[config.mk]
export PLATFORM = sky130hd
export DESIGN_NAME = stick_gesture_arming_fsm_core_flat
export DESIGN_NICKNAME = d
export VERILOG_FILES = /design/src/sv/sga_pkg.sv /design/src/sv/sga_if.sv /design/src/sv/sga_gesture_dec.sv /design/src/sv/sga_mode_fsm.sv /design/src/sv/stick_gesture_arming_fsm_core.sv /design/src/flat_wrapper.sv
export SDC_FILE = /design/constraint.sdc
export NUM_CORES = 1
export LEC_CHECK = 0
export ABC_AREA = 1
export CAP_MARGIN = 30
export CORE_MARGIN = 2
export CORE_UTILIZATION = 45
export CTS_CLUSTER_DIAMETER = 120
export DETAILED_ROUTE_END_ITERATION = 8
export DONT_BUFFER_PORTS = 1
export GPL_ROUTABILITY_DRIVEN = 0
export PLACE_DENSITY = 0.62
export SYNTH_ARGS = -nofsm -noshare
export SYNTH_HDL_FRONTEND = slang
export SYNTH_SLANG_ARGS = --single-unit
[constraint.sdc]
create_clock -name clk -period 8 [get_ports clk]
set_input_delay 0 -clock clk [delete_from_list [all_inputs] [get_ports clk]]
set_output_delay 0 -clock clk [all_outputs]
set_load 0.005 [all_outputs]
[src/sv/sga_pkg.sv]
`timescale 1ns / 1ps
// Shared types, constants and helper functions of the stick gesture arming block.
package sga_pkg;

	localparam int STICK_W   = 12;
	localparam int TOL_W     = 11;
	localparam int CNT_W     = 16;
	localparam int SW_W      = 2;
	localparam int MODE_W    = 2;
	localparam int CFG_W     = 16;
	localparam int CFG_IDX_W = 3;
	// Widened signed width for level +/- window sums; 5 * tolerance fits with room.
	localparam int SUM_W     = 16;
	// Window widths up to three times the tolerance.
	localparam int WIN_W     = 13;

	localparam logic [CNT_W-1:0] CNT_MAX = '1;

	localparam logic [SW_W-1:0] SW_MIN = 2'd0;
	localparam logic [SW_W-1:0] SW_MAX = 2'd2;

	// Configuration register indexes.
	localparam logic [CFG_IDX_W-1:0] CFG_LOW_LEVEL    = 3'd0;
	localparam logic [CFG_IDX_W-1:0] CFG_CENTER_LEVEL = 3'd1;
	localparam logic [CFG_IDX_W-1:0] CFG_HIGH_LEVEL   = 3'd2;
	localparam logic [CFG_IDX_W-1:0] CFG_TOLERANCE    = 3'd3;
	localparam logic [CFG_IDX_W-1:0] CFG_ARM_DWELL    = 3'd4;
	localparam logic [CFG_IDX_W-1:0] CFG_RUN_DISARM   = 3'd5;
	localparam logic [CFG_IDX_W-1:0] CFG_IDLE_TIMEOUT = 3'd6;

	typedef enum logic [MODE_W-1:0] {
		MODE_INIT    = 2'd0,
		MODE_STANDBY = 2'd1,
		MODE_RUNNING = 2'd2
	} mode_t;

	typedef struct packed {
		logic signed [STICK_W-1:0] yaw;
		logic signed [STICK_W-1:0] roll;
		logic signed [STICK_W-1:0] pitch;
		logic signed [STICK_W-1:0] throttle;
		logic [SW_W-1:0]           sw_a;
		logic [SW_W-1:0]           sw_b;
		logic [SW_W-1:0]           sw_c;
		logic [SW_W-1:0]           sw_d;
	} item_t;

	typedef struct packed {
		logic signed [STICK_W-1:0] low_level;
		logic signed [STICK_W-1:0] center_level;
		logic signed [STICK_W-1:0] high_level;
		logic [TOL_W-1:0]          tolerance;
		logic [CNT_W-1:0]          arm_dwell;
		logic [CNT_W-1:0]          run_disarm;
		logic [CNT_W-1:0]          idle_timeout;
	} cfg_t;

	// Stick conditions decoded from one item, consumed by the mode controller.
	typedef struct packed {
		logic sw_ok;     // switch A at an end, B, C and D at minimum
		logic centered;  // yaw, roll, pitch centered, throttle low
		logic gesture;   // arm/disarm gesture: yaw, pitch, throttle low, roll high
		logic run_ok;    // yaw, roll, pitch centered, throttle raised
		logic idle_ok;   // sticks roughly centered, throttle at the bottom
	} gest_t;

	// True when v lies strictly inside lvl - w .. lvl + w.
	function automatic logic near_lvl(input logic signed [STICK_W-1:0] v,
			input logic signed [STICK_W-1:0] lvl, input logic [WIN_W-1:0] w);
		logic signed [SUM_W-1:0] vx;
		logic signed [SUM_W-1:0] lx;
		logic signed [SUM_W-1:0] wx;
		vx = SUM_W'(v);
		lx = SUM_W'(lvl);
		wx = signed'({{(SUM_W-WIN_W){1'b0}}, w});
		return (vx < lx + wx) && (vx > lx - wx);
	endfunction

	function automatic logic [CNT_W-1:0] sat_inc(input logic [CNT_W-1:0] c);
		return (c == CNT_MAX) ? c : c + 1'b1;
	endfunction

endpackage

[src/sv/sga_if.sv]
`timescale 1ns / 1ps
// Valid/ready channel interfaces for stick items and mode results.
interface sga_in_if;
	logic                                    valid;
	logic                                    ready;
	logic signed [sga_pkg::STICK_W-1:0]      yaw_stick;
	logic signed [sga_pkg::STICK_W-1:0]      roll_stick;
	logic signed [sga_pkg::STICK_W-1:0]      pitch_stick;
	logic signed [sga_pkg::STICK_W-1:0]      throttle_stick;
	logic [sga_pkg::SW_W-1:0]                switch_a_pos;
	logic [sga_pkg::SW_W-1:0]                switch_b_pos;
	logic [sga_pkg::SW_W-1:0]                switch_c_pos;
	logic [sga_pkg::SW_W-1:0]                switch_d_pos;

	modport source (output valid, yaw_stick, roll_stick, pitch_stick, throttle_stick,
		switch_a_pos, switch_b_pos, switch_c_pos, switch_d_pos, input ready);
	modport sink (input valid, yaw_stick, roll_stick, pitch_stick, throttle_stick,
		switch_a_pos, switch_b_pos, switch_c_pos, switch_d_pos, output ready);
endinterface

interface sga_out_if;
	logic                            valid;
	logic                            ready;
	logic [sga_pkg::MODE_W-1:0]      system_mode;
	logic                            prepared_flag;

	modport source (output valid, system_mode, prepared_flag, input ready);
	modport sink (input valid, system_mode, prepared_flag, output ready);
endinterface

[src/sv/sga_gesture_dec.sv]
`timescale 1ns / 1ps
// Window comparisons that turn one registered stick item into gesture flags.
module sga_gesture_dec (
	input  sga_pkg::item_t item,
	input  sga_pkg::cfg_t  cfg,
	output sga_pkg::gest_t gest
);

	logic [sga_pkg::WIN_W-1:0] tol1;
	logic [sga_pkg::WIN_W-1:0] tol3;
	logic signed [sga_pkg::SUM_W-1:0] thr_x;
	logic signed [sga_pkg::SUM_W-1:0] low_x;
	logic signed [sga_pkg::SUM_W-1:0] tol_x;
	logic signed [sga_pkg::SUM_W-1:0] tol5_x;
	logic mid3;
	logic mid3_wide;
	logic thr_low;

	always_comb begin
		tol1   = sga_pkg::WIN_W'(cfg.tolerance);
		tol3   = sga_pkg::WIN_W'({cfg.tolerance, 1'b0}) + tol1;
		thr_x  = sga_pkg::SUM_W'(item.throttle);
		low_x  = sga_pkg::SUM_W'(cfg.low_level);
		tol_x  = signed'(sga_pkg::SUM_W'(cfg.tolerance));
		tol5_x = signed'(sga_pkg::SUM_W'({cfg.tolerance, 2'b00})) + tol_x;

		mid3 = sga_pkg::near_lvl(item.yaw, cfg.center_level, tol1)
			&& sga_pkg::near_lvl(item.roll, cfg.center_level, tol1)
			&& sga_pkg::near_lvl(item.pitch, cfg.center_level, tol1);
		mid3_wide = sga_pkg::near_lvl(item.yaw, cfg.center_level, tol3)
			&& sga_pkg::near_lvl(item.roll, cfg.center_level, tol3)
			&& sga_pkg::near_lvl(item.pitch, cfg.center_level, tol3);
		thr_low = sga_pkg::near_lvl(item.throttle, cfg.low_level, tol1);

		gest.sw_ok = ((item.sw_a == sga_pkg::SW_MIN) || (item.sw_a == sga_pkg::SW_MAX))
			&& (item.sw_b == sga_pkg::SW_MIN) && (item.sw_c == sga_pkg::SW_MIN)
			&& (item.sw_d == sga_pkg::SW_MIN);
		gest.centered = mid3 && thr_low;
		gest.gesture  = sga_pkg::near_lvl(item.yaw, cfg.low_level, tol1)
			&& sga_pkg::near_lvl(item.pitch, cfg.low_level, tol1)
			&& thr_low
			&& sga_pkg::near_lvl(item.roll, cfg.high_level, tol1);
		gest.run_ok  = mid3 && (thr_x > low_x + tol5_x);
		gest.idle_ok = mid3_wide && (thr_x < low_x + tol_x);
	end

endmodule

[src/sv/sga_mode_fsm.sv]
`timescale 1ns / 1ps
// Mode controller: mode, prepared flag and the two saturating counters, plus result valid.
module sga_mode_fsm (
	input  logic                              clk,
	input  logic                              arst_n,
	input  logic                              step,
	input  sga_pkg::gest_t                    gest,
	input  sga_pkg::cfg_t                     cfg,
	input  logic                              out_ready,
	output logic                              out_valid,
	output logic [sga_pkg::MODE_W-1:0]        mode,
	output logic                              prepared
);

	sga_pkg::mode_t mode_q;
	sga_pkg::mode_t mode_d;
	logic prep_q;
	logic prep_d;
	logic [sga_pkg::CNT_W-1:0] gcnt_q;
	logic [sga_pkg::CNT_W-1:0] gcnt_d;
	logic [sga_pkg::CNT_W-1:0] icnt_q;
	logic [sga_pkg::CNT_W-1:0] icnt_d;
	logic out_valid_q;

	always_comb begin
		mode_d = mode_q;
		prep_d = prep_q;
		gcnt_d = gcnt_q;
		icnt_d = icnt_q;
		case (mode_q)
			sga_pkg::MODE_INIT: begin
				if (gest.centered && gest.sw_ok) begin
					prep_d = 1'b1;
				end
				if (gest.gesture && gest.sw_ok) begin
					gcnt_d = sga_pkg::sat_inc(gcnt_q);
					if ((gcnt_d >= cfg.arm_dwell) && prep_d) begin
						mode_d = sga_pkg::MODE_STANDBY;
						gcnt_d = '0;
						prep_d = 1'b0;
					end
				end
			end
			sga_pkg::MODE_STANDBY: begin
				// The checks below run in order and each sees what the earlier ones left.
				if (gest.centered) begin
					prep_d = 1'b1;
				end
				if (gest.run_ok && gest.sw_ok && prep_d) begin
					mode_d = sga_pkg::MODE_RUNNING;
					gcnt_d = '0;
					prep_d = 1'b0;
				end
				if (gest.gesture) begin
					gcnt_d = sga_pkg::sat_inc(gcnt_d);
					if ((gcnt_d >= cfg.arm_dwell) && prep_d) begin
						mode_d = sga_pkg::MODE_INIT;
						gcnt_d = '0;
						prep_d = 1'b0;
					end
				end else begin
					gcnt_d = '0;
				end
				if (gest.idle_ok) begin
					icnt_d = sga_pkg::sat_inc(icnt_q);
					if (icnt_d >= cfg.idle_timeout) begin
						mode_d = sga_pkg::MODE_INIT;
						icnt_d = '0;
						gcnt_d = '0;
						prep_d = 1'b0;
					end
				end else begin
					icnt_d = '0;
				end
			end
			sga_pkg::MODE_RUNNING: begin
				if (gest.gesture) begin
					gcnt_d = sga_pkg::sat_inc(gcnt_q);
				end else begin
					gcnt_d = '0;
				end
				if (gcnt_d > cfg.run_disarm) begin
					mode_d = sga_pkg::MODE_INIT;
					gcnt_d = '0;
				end
			end
			default: begin
				mode_d = sga_pkg::MODE_INIT;
			end
		endcase
	end

	// The state registers double as the result register: the result is the state after the item.
	always_ff @(posedge clk or negedge arst_n) begin
		if (!arst_n) begin
			mode_q      <= sga_pkg::MODE_INIT;
			prep_q      <= 1'b0;
			gcnt_q      <= '0;
			icnt_q      <= '0;
			out_valid_q <= 1'b0;
		end else begin
			if (step) begin
				mode_q      <= mode_d;
				prep_q      <= prep_d;
				gcnt_q      <= gcnt_d;
				icnt_q      <= icnt_d;
				out_valid_q <= 1'b1;
			end else if (out_ready) begin
				out_valid_q <= 1'b0;
			end
		end
	end

	assign out_valid = out_valid_q;
	assign mode      = mode_q;
	assign prepared  = prep_q;

endmodule

[src/sv/stick_gesture_arming_fsm_core.sv]
`timescale 1ns / 1ps
// Top level of the stick gesture arming state machine.
// This block is the arm/disarm controller of a radio-controlled craft. Each item on the
// input channel is one control tick: four normalized stick values (signed, 1024 for 1.0)
// and four switch positions. For every item the block returns exactly one result, the
// mode after that tick (0 init, 1 standby, 2 running) and the prepared flag. An accepted
// item is held in an input register, the window comparisons and the mode update are done
// in a single short combinational pass, and the new state is captured in the state
// registers, which are also the result register. The result is valid once the state
// registers have captured it, which waits while the previous result is not taken. One
// item can be accepted every clock cycle while each result is taken when offered; the rate
// is set by the state update, since each tick depends on the state the previous tick left.
// The input stage keeps accepting while a result waits, as long as the waiting result is
// taken in the same cycle. The configuration registers (levels, tolerance and tick counts)
// are written through a plain write port with a register index; indexes beyond the last
// register are ignored. Write them only while no item is in flight.
module stick_gesture_arming_fsm_core (
	input  logic                                 clk,
	input  logic                                 arst_n,
	sga_in_if.sink                               in_ch,
	sga_out_if.source                            out_ch,
	input  logic                                 cfg_we,
	input  logic [sga_pkg::CFG_IDX_W-1:0]        cfg_index,
	input  logic [sga_pkg::CFG_W-1:0]            cfg_data
);

	sga_pkg::cfg_t  cfg_q;
	sga_pkg::item_t item_s1;
	logic           valid_s1;
	sga_pkg::gest_t gest;
	logic           out_valid;
	logic           step;

	// Configuration registers.
	always_ff @(posedge clk or negedge arst_n) begin
		if (!arst_n) begin
			cfg_q.low_level    <= -12'sd1024;
			cfg_q.center_level <= 12'sd0;
			cfg_q.high_level   <= 12'sd1024;
			cfg_q.tolerance    <= 11'd51;
			cfg_q.arm_dwell    <= 16'd200;
			cfg_q.run_disarm   <= 16'd100;
			cfg_q.idle_timeout <= 16'd1200;
		end else if (cfg_we) begin
			case (cfg_index)
				sga_pkg::CFG_LOW_LEVEL:    cfg_q.low_level    <= signed'(cfg_data[11:0]);
				sga_pkg::CFG_CENTER_LEVEL: cfg_q.center_level <= signed'(cfg_data[11:0]);
				sga_pkg::CFG_HIGH_LEVEL:   cfg_q.high_level   <= signed'(cfg_data[11:0]);
				sga_pkg::CFG_TOLERANCE:    cfg_q.tolerance    <= cfg_data[10:0];
				sga_pkg::CFG_ARM_DWELL:    cfg_q.arm_dwell    <= cfg_data;
				sga_pkg::CFG_RUN_DISARM:   cfg_q.run_disarm   <= cfg_data;
				sga_pkg::CFG_IDLE_TIMEOUT: cfg_q.idle_timeout <= cfg_data;
				default: begin
				end
			endcase
		end
	end

	// The registered item is processed when the result register is free or being emptied.
	assign step         = valid_s1 && (!out_valid || out_ch.ready);
	assign in_ch.ready  = !valid_s1 || step;

	always_ff @(posedge clk or negedge arst_n) begin
		if (!arst_n) begin
			valid_s1 <= 1'b0;
		end else if (in_ch.ready) begin
			valid_s1 <= in_ch.valid;
		end
	end

	// Payload of the input register needs no reset.
	always_ff @(posedge clk) begin
		if (in_ch.valid && in_ch.ready) begin
			item_s1.yaw      <= in_ch.yaw_stick;
			item_s1.roll     <= in_ch.roll_stick;
			item_s1.pitch    <= in_ch.pitch_stick;
			item_s1.throttle <= in_ch.throttle_stick;
			item_s1.sw_a     <= in_ch.switch_a_pos;
			item_s1.sw_b     <= in_ch.switch_b_pos;
			item_s1.sw_c     <= in_ch.switch_c_pos;
			item_s1.sw_d     <= in_ch.switch_d_pos;
		end
	end

	sga_gesture_dec u_dec (
		.item (item_s1),
		.cfg  (cfg_q),
		.gest (gest)
	);

	sga_mode_fsm u_fsm (
		.clk       (clk),
		.arst_n    (arst_n),
		.step      (step),
		.gest      (gest),
		.cfg       (cfg_q),
		.out_ready (out_ch.ready),
		.out_valid (out_valid),
		.mode      (out_ch.system_mode),
		.prepared  (out_ch.prepared_flag)
	);

	assign out_ch.valid = out_valid;

endmodule

[src/flat_wrapper.sv]
// flat-port wrapper written by rule: the top's interface ports become plain ports
module stick_gesture_arming_fsm_core_flat 
  (clk, arst_n, cfg_we, cfg_index, cfg_data, in_ch_valid, in_ch_yaw_stick, in_ch_roll_stick, in_ch_pitch_stick, in_ch_throttle_stick, in_ch_switch_a_pos, in_ch_switch_b_pos, in_ch_switch_c_pos, in_ch_switch_d_pos, in_ch_ready, out_ch_valid, out_ch_system_mode, out_ch_prepared_flag, out_ch_ready);
  sga_in_if in_ch_i ();
  sga_out_if out_ch_i ();
  input  logic clk;
  input  logic arst_n;
  input  logic cfg_we;
  input  logic [sga_pkg::CFG_IDX_W-1:0] cfg_index;
  input  logic [sga_pkg::CFG_W-1:0] cfg_data;
  input wire logic [$bits(in_ch_i.valid)-1:0] in_ch_valid;
  input wire logic [$bits(in_ch_i.yaw_stick)-1:0] in_ch_yaw_stick;
  input wire logic [$bits(in_ch_i.roll_stick)-1:0] in_ch_roll_stick;
  input wire logic [$bits(in_ch_i.pitch_stick)-1:0] in_ch_pitch_stick;
  input wire logic [$bits(in_ch_i.throttle_stick)-1:0] in_ch_throttle_stick;
  input wire logic [$bits(in_ch_i.switch_a_pos)-1:0] in_ch_switch_a_pos;
  input wire logic [$bits(in_ch_i.switch_b_pos)-1:0] in_ch_switch_b_pos;
  input wire logic [$bits(in_ch_i.switch_c_pos)-1:0] in_ch_switch_c_pos;
  input wire logic [$bits(in_ch_i.switch_d_pos)-1:0] in_ch_switch_d_pos;
  output wire logic [$bits(in_ch_i.ready)-1:0] in_ch_ready;
  output wire logic [$bits(out_ch_i.valid)-1:0] out_ch_valid;
  output wire logic [$bits(out_ch_i.system_mode)-1:0] out_ch_system_mode;
  output wire logic [$bits(out_ch_i.prepared_flag)-1:0] out_ch_prepared_flag;
  input wire logic [$bits(out_ch_i.ready)-1:0] out_ch_ready;
  assign in_ch_i.valid = in_ch_valid;
  assign in_ch_i.yaw_stick = in_ch_yaw_stick;
  assign in_ch_i.roll_stick = in_ch_roll_stick;
  assign in_ch_i.pitch_stick = in_ch_pitch_stick;
  assign in_ch_i.throttle_stick = in_ch_throttle_stick;
  assign in_ch_i.switch_a_pos = in_ch_switch_a_pos;
  assign in_ch_i.switch_b_pos = in_ch_switch_b_pos;
  assign in_ch_i.switch_c_pos = in_ch_switch_c_pos;
  assign in_ch_i.switch_d_pos = in_ch_switch_d_pos;
  assign in_ch_ready = in_ch_i.ready;
  assign out_ch_valid = out_ch_i.valid;
  assign out_ch_system_mode = out_ch_i.system_mode;
  assign out_ch_prepared_flag = out_ch_i.prepared_flag;
  assign out_ch_i.ready = out_ch_ready;
  stick_gesture_arming_fsm_core u_core (.clk(clk), .arst_n(arst_n), .in_ch(in_ch_i), .out_ch(out_ch_i), .cfg_we(cfg_we), .cfg_index(cfg_index), .cfg_data(cfg_data));
endmodule
==> metrics.csv <==
metric;value;unit
status;finished, final reports clean;
clk_lat worst skew;0.51;ns
CP Capture Type;register;
crit-path max cell delay;0.45;ns
Site Rows;80;
critical path depth;48;
post-synthesis sequential area ratio;22.8;%
Max Clk Rate;134;MHz
CP Capture Point;u_core.u_fsm.gcnt_q[11];
Buf/Inv on CP;4;
CTS tree;built;
via total after detailed routing;19600;
placed instance area;22500;µm²
max_cap viols;0;
largest net degree at the start of global routing;133;
leak pwr;12.5;nW
Reg2Reg Setup Slack;0.52;ns
antenna-violating nets left;0;
Worst path most repeated cell;nand2_1;
total track usage;26.2;%
DR pass1 iterations;7;
Port Buffers;0;
critical path arrival;7.93;ns
Critical Path Fanout Max;8;
main flop type after synthesis;dfrtp_1;
drt drc;0;
Die Width;224;µm
crit start category;register;
CTS sink count;187;
final instance area;24200;µm²
Final Setup Violations;0;
Final Hold Vio Count;0;
Final Max Tran Viols;0;
PD cells;345;nW/µm²
start point of the critical path;u_core.cfg_q[50];
flops & latches, synth;187;
H-tree levels;4;
worst min path class;input pin to register;
Die Span Y;224;µm
I/O pins;85;
Tmin final;7.48;ns
total gr overflow;0;
period utilization;93.6;%
critical path class;register to register;
CTS max path bufs;2;
global-route wire length before repair;102000;µm
cells on worst reg2reg path;48;
Yosys cell types;57;
initial antenna violation count;1;
wirelength, routed;64600;µm
fraction of layout cells with a size suffix above 1;6.61;%
Mapped Area;21800;µm²
Syn Inst Count;2901;
Vias/cell;5.42;
core region area;47800;µm²
most frequent cells in the layout;639 x nand2_1, 468 x ha_1, 408 x inv_1;
Max-Slew Margin vs Limit;32.8;%
Net count, final;3546;
Antenna Cells;0;
vias in the first global route;19700;
most common cell after layout, fill and taps aside;nand2_1;
Post-Syn Nets;3463;
Initial Utilization;45.6;%
average cell area after synthesis;7.52;µm²
Async SR Flop Fraction;70.6;%
Hold Slack;0.122;ns
Worst R2R Start;u_core.cfg_q[50];
1st-iter DRT viols;1056;
CTS buffer count;17;
DPL Wire Length;51800;µm
peak supply drop;0.183;mV
number of synthesized flops with an enable pin;55;
Slew @ Worst Pin;0.998;ns
die area;50300;µm²
YS warnings;0;
CP required;8.45;ns
Worst-path clk slew;0.09;ns
P&R area growth vs syn;10.9;%
Slowest cell on crit path;dfrtp_2;
Setup Skew;0.0209;ns
CP delay by family, top;simple AND/OR/NAND/NOR gates;
CTS root buf;clkbuf_16;
routed wire length per instance;17.9;µm
R2R Path End;u_core.u_fsm.gcnt_q[11];
## cells by family after synthesis
group                    Yosys count  synth area share [%]
AND/OR/NAND/NOR                 1058                  21.1
AO/OA/AOI/OAI                    568                  14.3
adder cells (fa/ha/maj)          482                  28.0
buffers and inverters            471                  8.26
flip-flops                       187                  22.8
XOR/XNOR                         135                  5.45
## what timing repair did
| action | CTS | global route |
|---|---|---|
| hold endpoints to repair | 284 | 0 |
| gates resized for setup | 0 | 37 |
| setup endpoints to repair | 0 | 35 |
| buffers inserted | 0 | 8 |
| hold buffers | 75 | 0 |
## how the worst min path moves through the flow
stage	to	slack, ns	start	cells past startpoint
floorplan	u_core.cfg_q[0]	-0.30	arst_n	0
global placement	u_core.u_fsm.gcnt_q[11]	-0.29	arst_n	0
detailed placement	u_core.u_fsm.gcnt_q[11]	-0.29	arst_n	0
CTS	u_core.item_s1[6]	0.09	in_ch_switch_a_pos[0]	1
global route	u_core.item_s1[54]	0.11	in_ch_yaw_stick[10]	1
finish	u_core.item_s1[22]	0.12	in_ch_pitch_stick[2]	1
## synth_stat cells (all sizes together), types with 6 or more instances
library cell  number  area, µm²
dfrtp            115       2880
buf               15       90.1
nand4             42        293
edfxtp            55       1650
nor2             178        786
o21a               6       45.0
a21o               7       52.6
a21oi            273       1380
o21ai            187        936
xor2             122       1080
inv              430       1610
nand3            109        561
o221ai             8       70.1
and2               9       56.3
xnor2             13        114
or2                7       43.8
nand3b             7       52.6
a31oi              9       56.3
clkbuf            24       90.1
dfstp             17        447
nor3              40        226
ha               472       5910
fa                10        200
o22ai             16        100
o21bai            29        221
nand2            655       2520
o211ai            12        100
## flip-flops by register name (all words and copies together), names as in the netlist
name / count
u_core.u_fsm.gcnt_q: 16
u_core.item_s1: 55
u_core.u_fsm.mode: 2
u_core.u_fsm.icnt_q: 16
u_core.u_fsm.out_valid: 1
u_core.cfg_q: 95
u_core.u_fsm.prepared: 1
u_core.valid_s1: 1
## layer usage
layer | GRT usage [%] | part of all wire [%] | vias to the layer above | wire length, µm
met2 | 47.8 | 50 | 406 | 32300
met5 | 0 | 0.017 | - | 11
li1 | - | - | 9907 | -
met3 | 4.13 | 3.8 | 143 | 2490
met1 | 29.9 | 42 | 9113 | 26900
met4 | 12.2 | 4.5 | 2 | 2900
## stage by stage
step	utilization, %	setup slack [ns]	TNS, ns	instances	power, mW
final	50.6	0.516	0	3612	8.34
after global routing	50.6	-0.0707	-0.249	3612	9.29
after detailed placement	47.1	0.249	0	3496	7.22
after global placement	47.1	0.499	0	3495	6.93
after floorplan	-	1.25	0	2901	5.66
after CTS	50.1	0.197	0	3603	8.23
## power by group
part | total (mW) | internal [mW] | switching (mW) | leakage [nW]
Combinational | 6.03 | 2.26 | 3.77 | 10.0
Sequential | 1.39 | 1.16 | 0.232 | 2.18
Clock | 0.921 | 0.434 | 0.487 | 0.306
## final cells by class
| class | instances | area, µm² |
|---|---|---|
| multi-input cells | 2243 | 15200 |
| flip-flops and latches | 187 | 4980 |
| well taps | 615 | 769 |
| inverters | 432 | 1630 |
| repair buffers | 103 | 998 |
| clock buffers | 17 | 425 |
| clock inverters | 15 | 209 |
| fillers | 4634 | 23700 |
## worst register-to-register path, delay by kind of cell (launching register included)
kind            cells  cell delay (ns)
simple gates       24             2.81
compound gates     12             1.78
fa+ha+maj           6             1.76
flops               1             0.45
buf+inv             4             0.33
xor+xnor            2             0.31
Power figures use the tool's default switching activity.
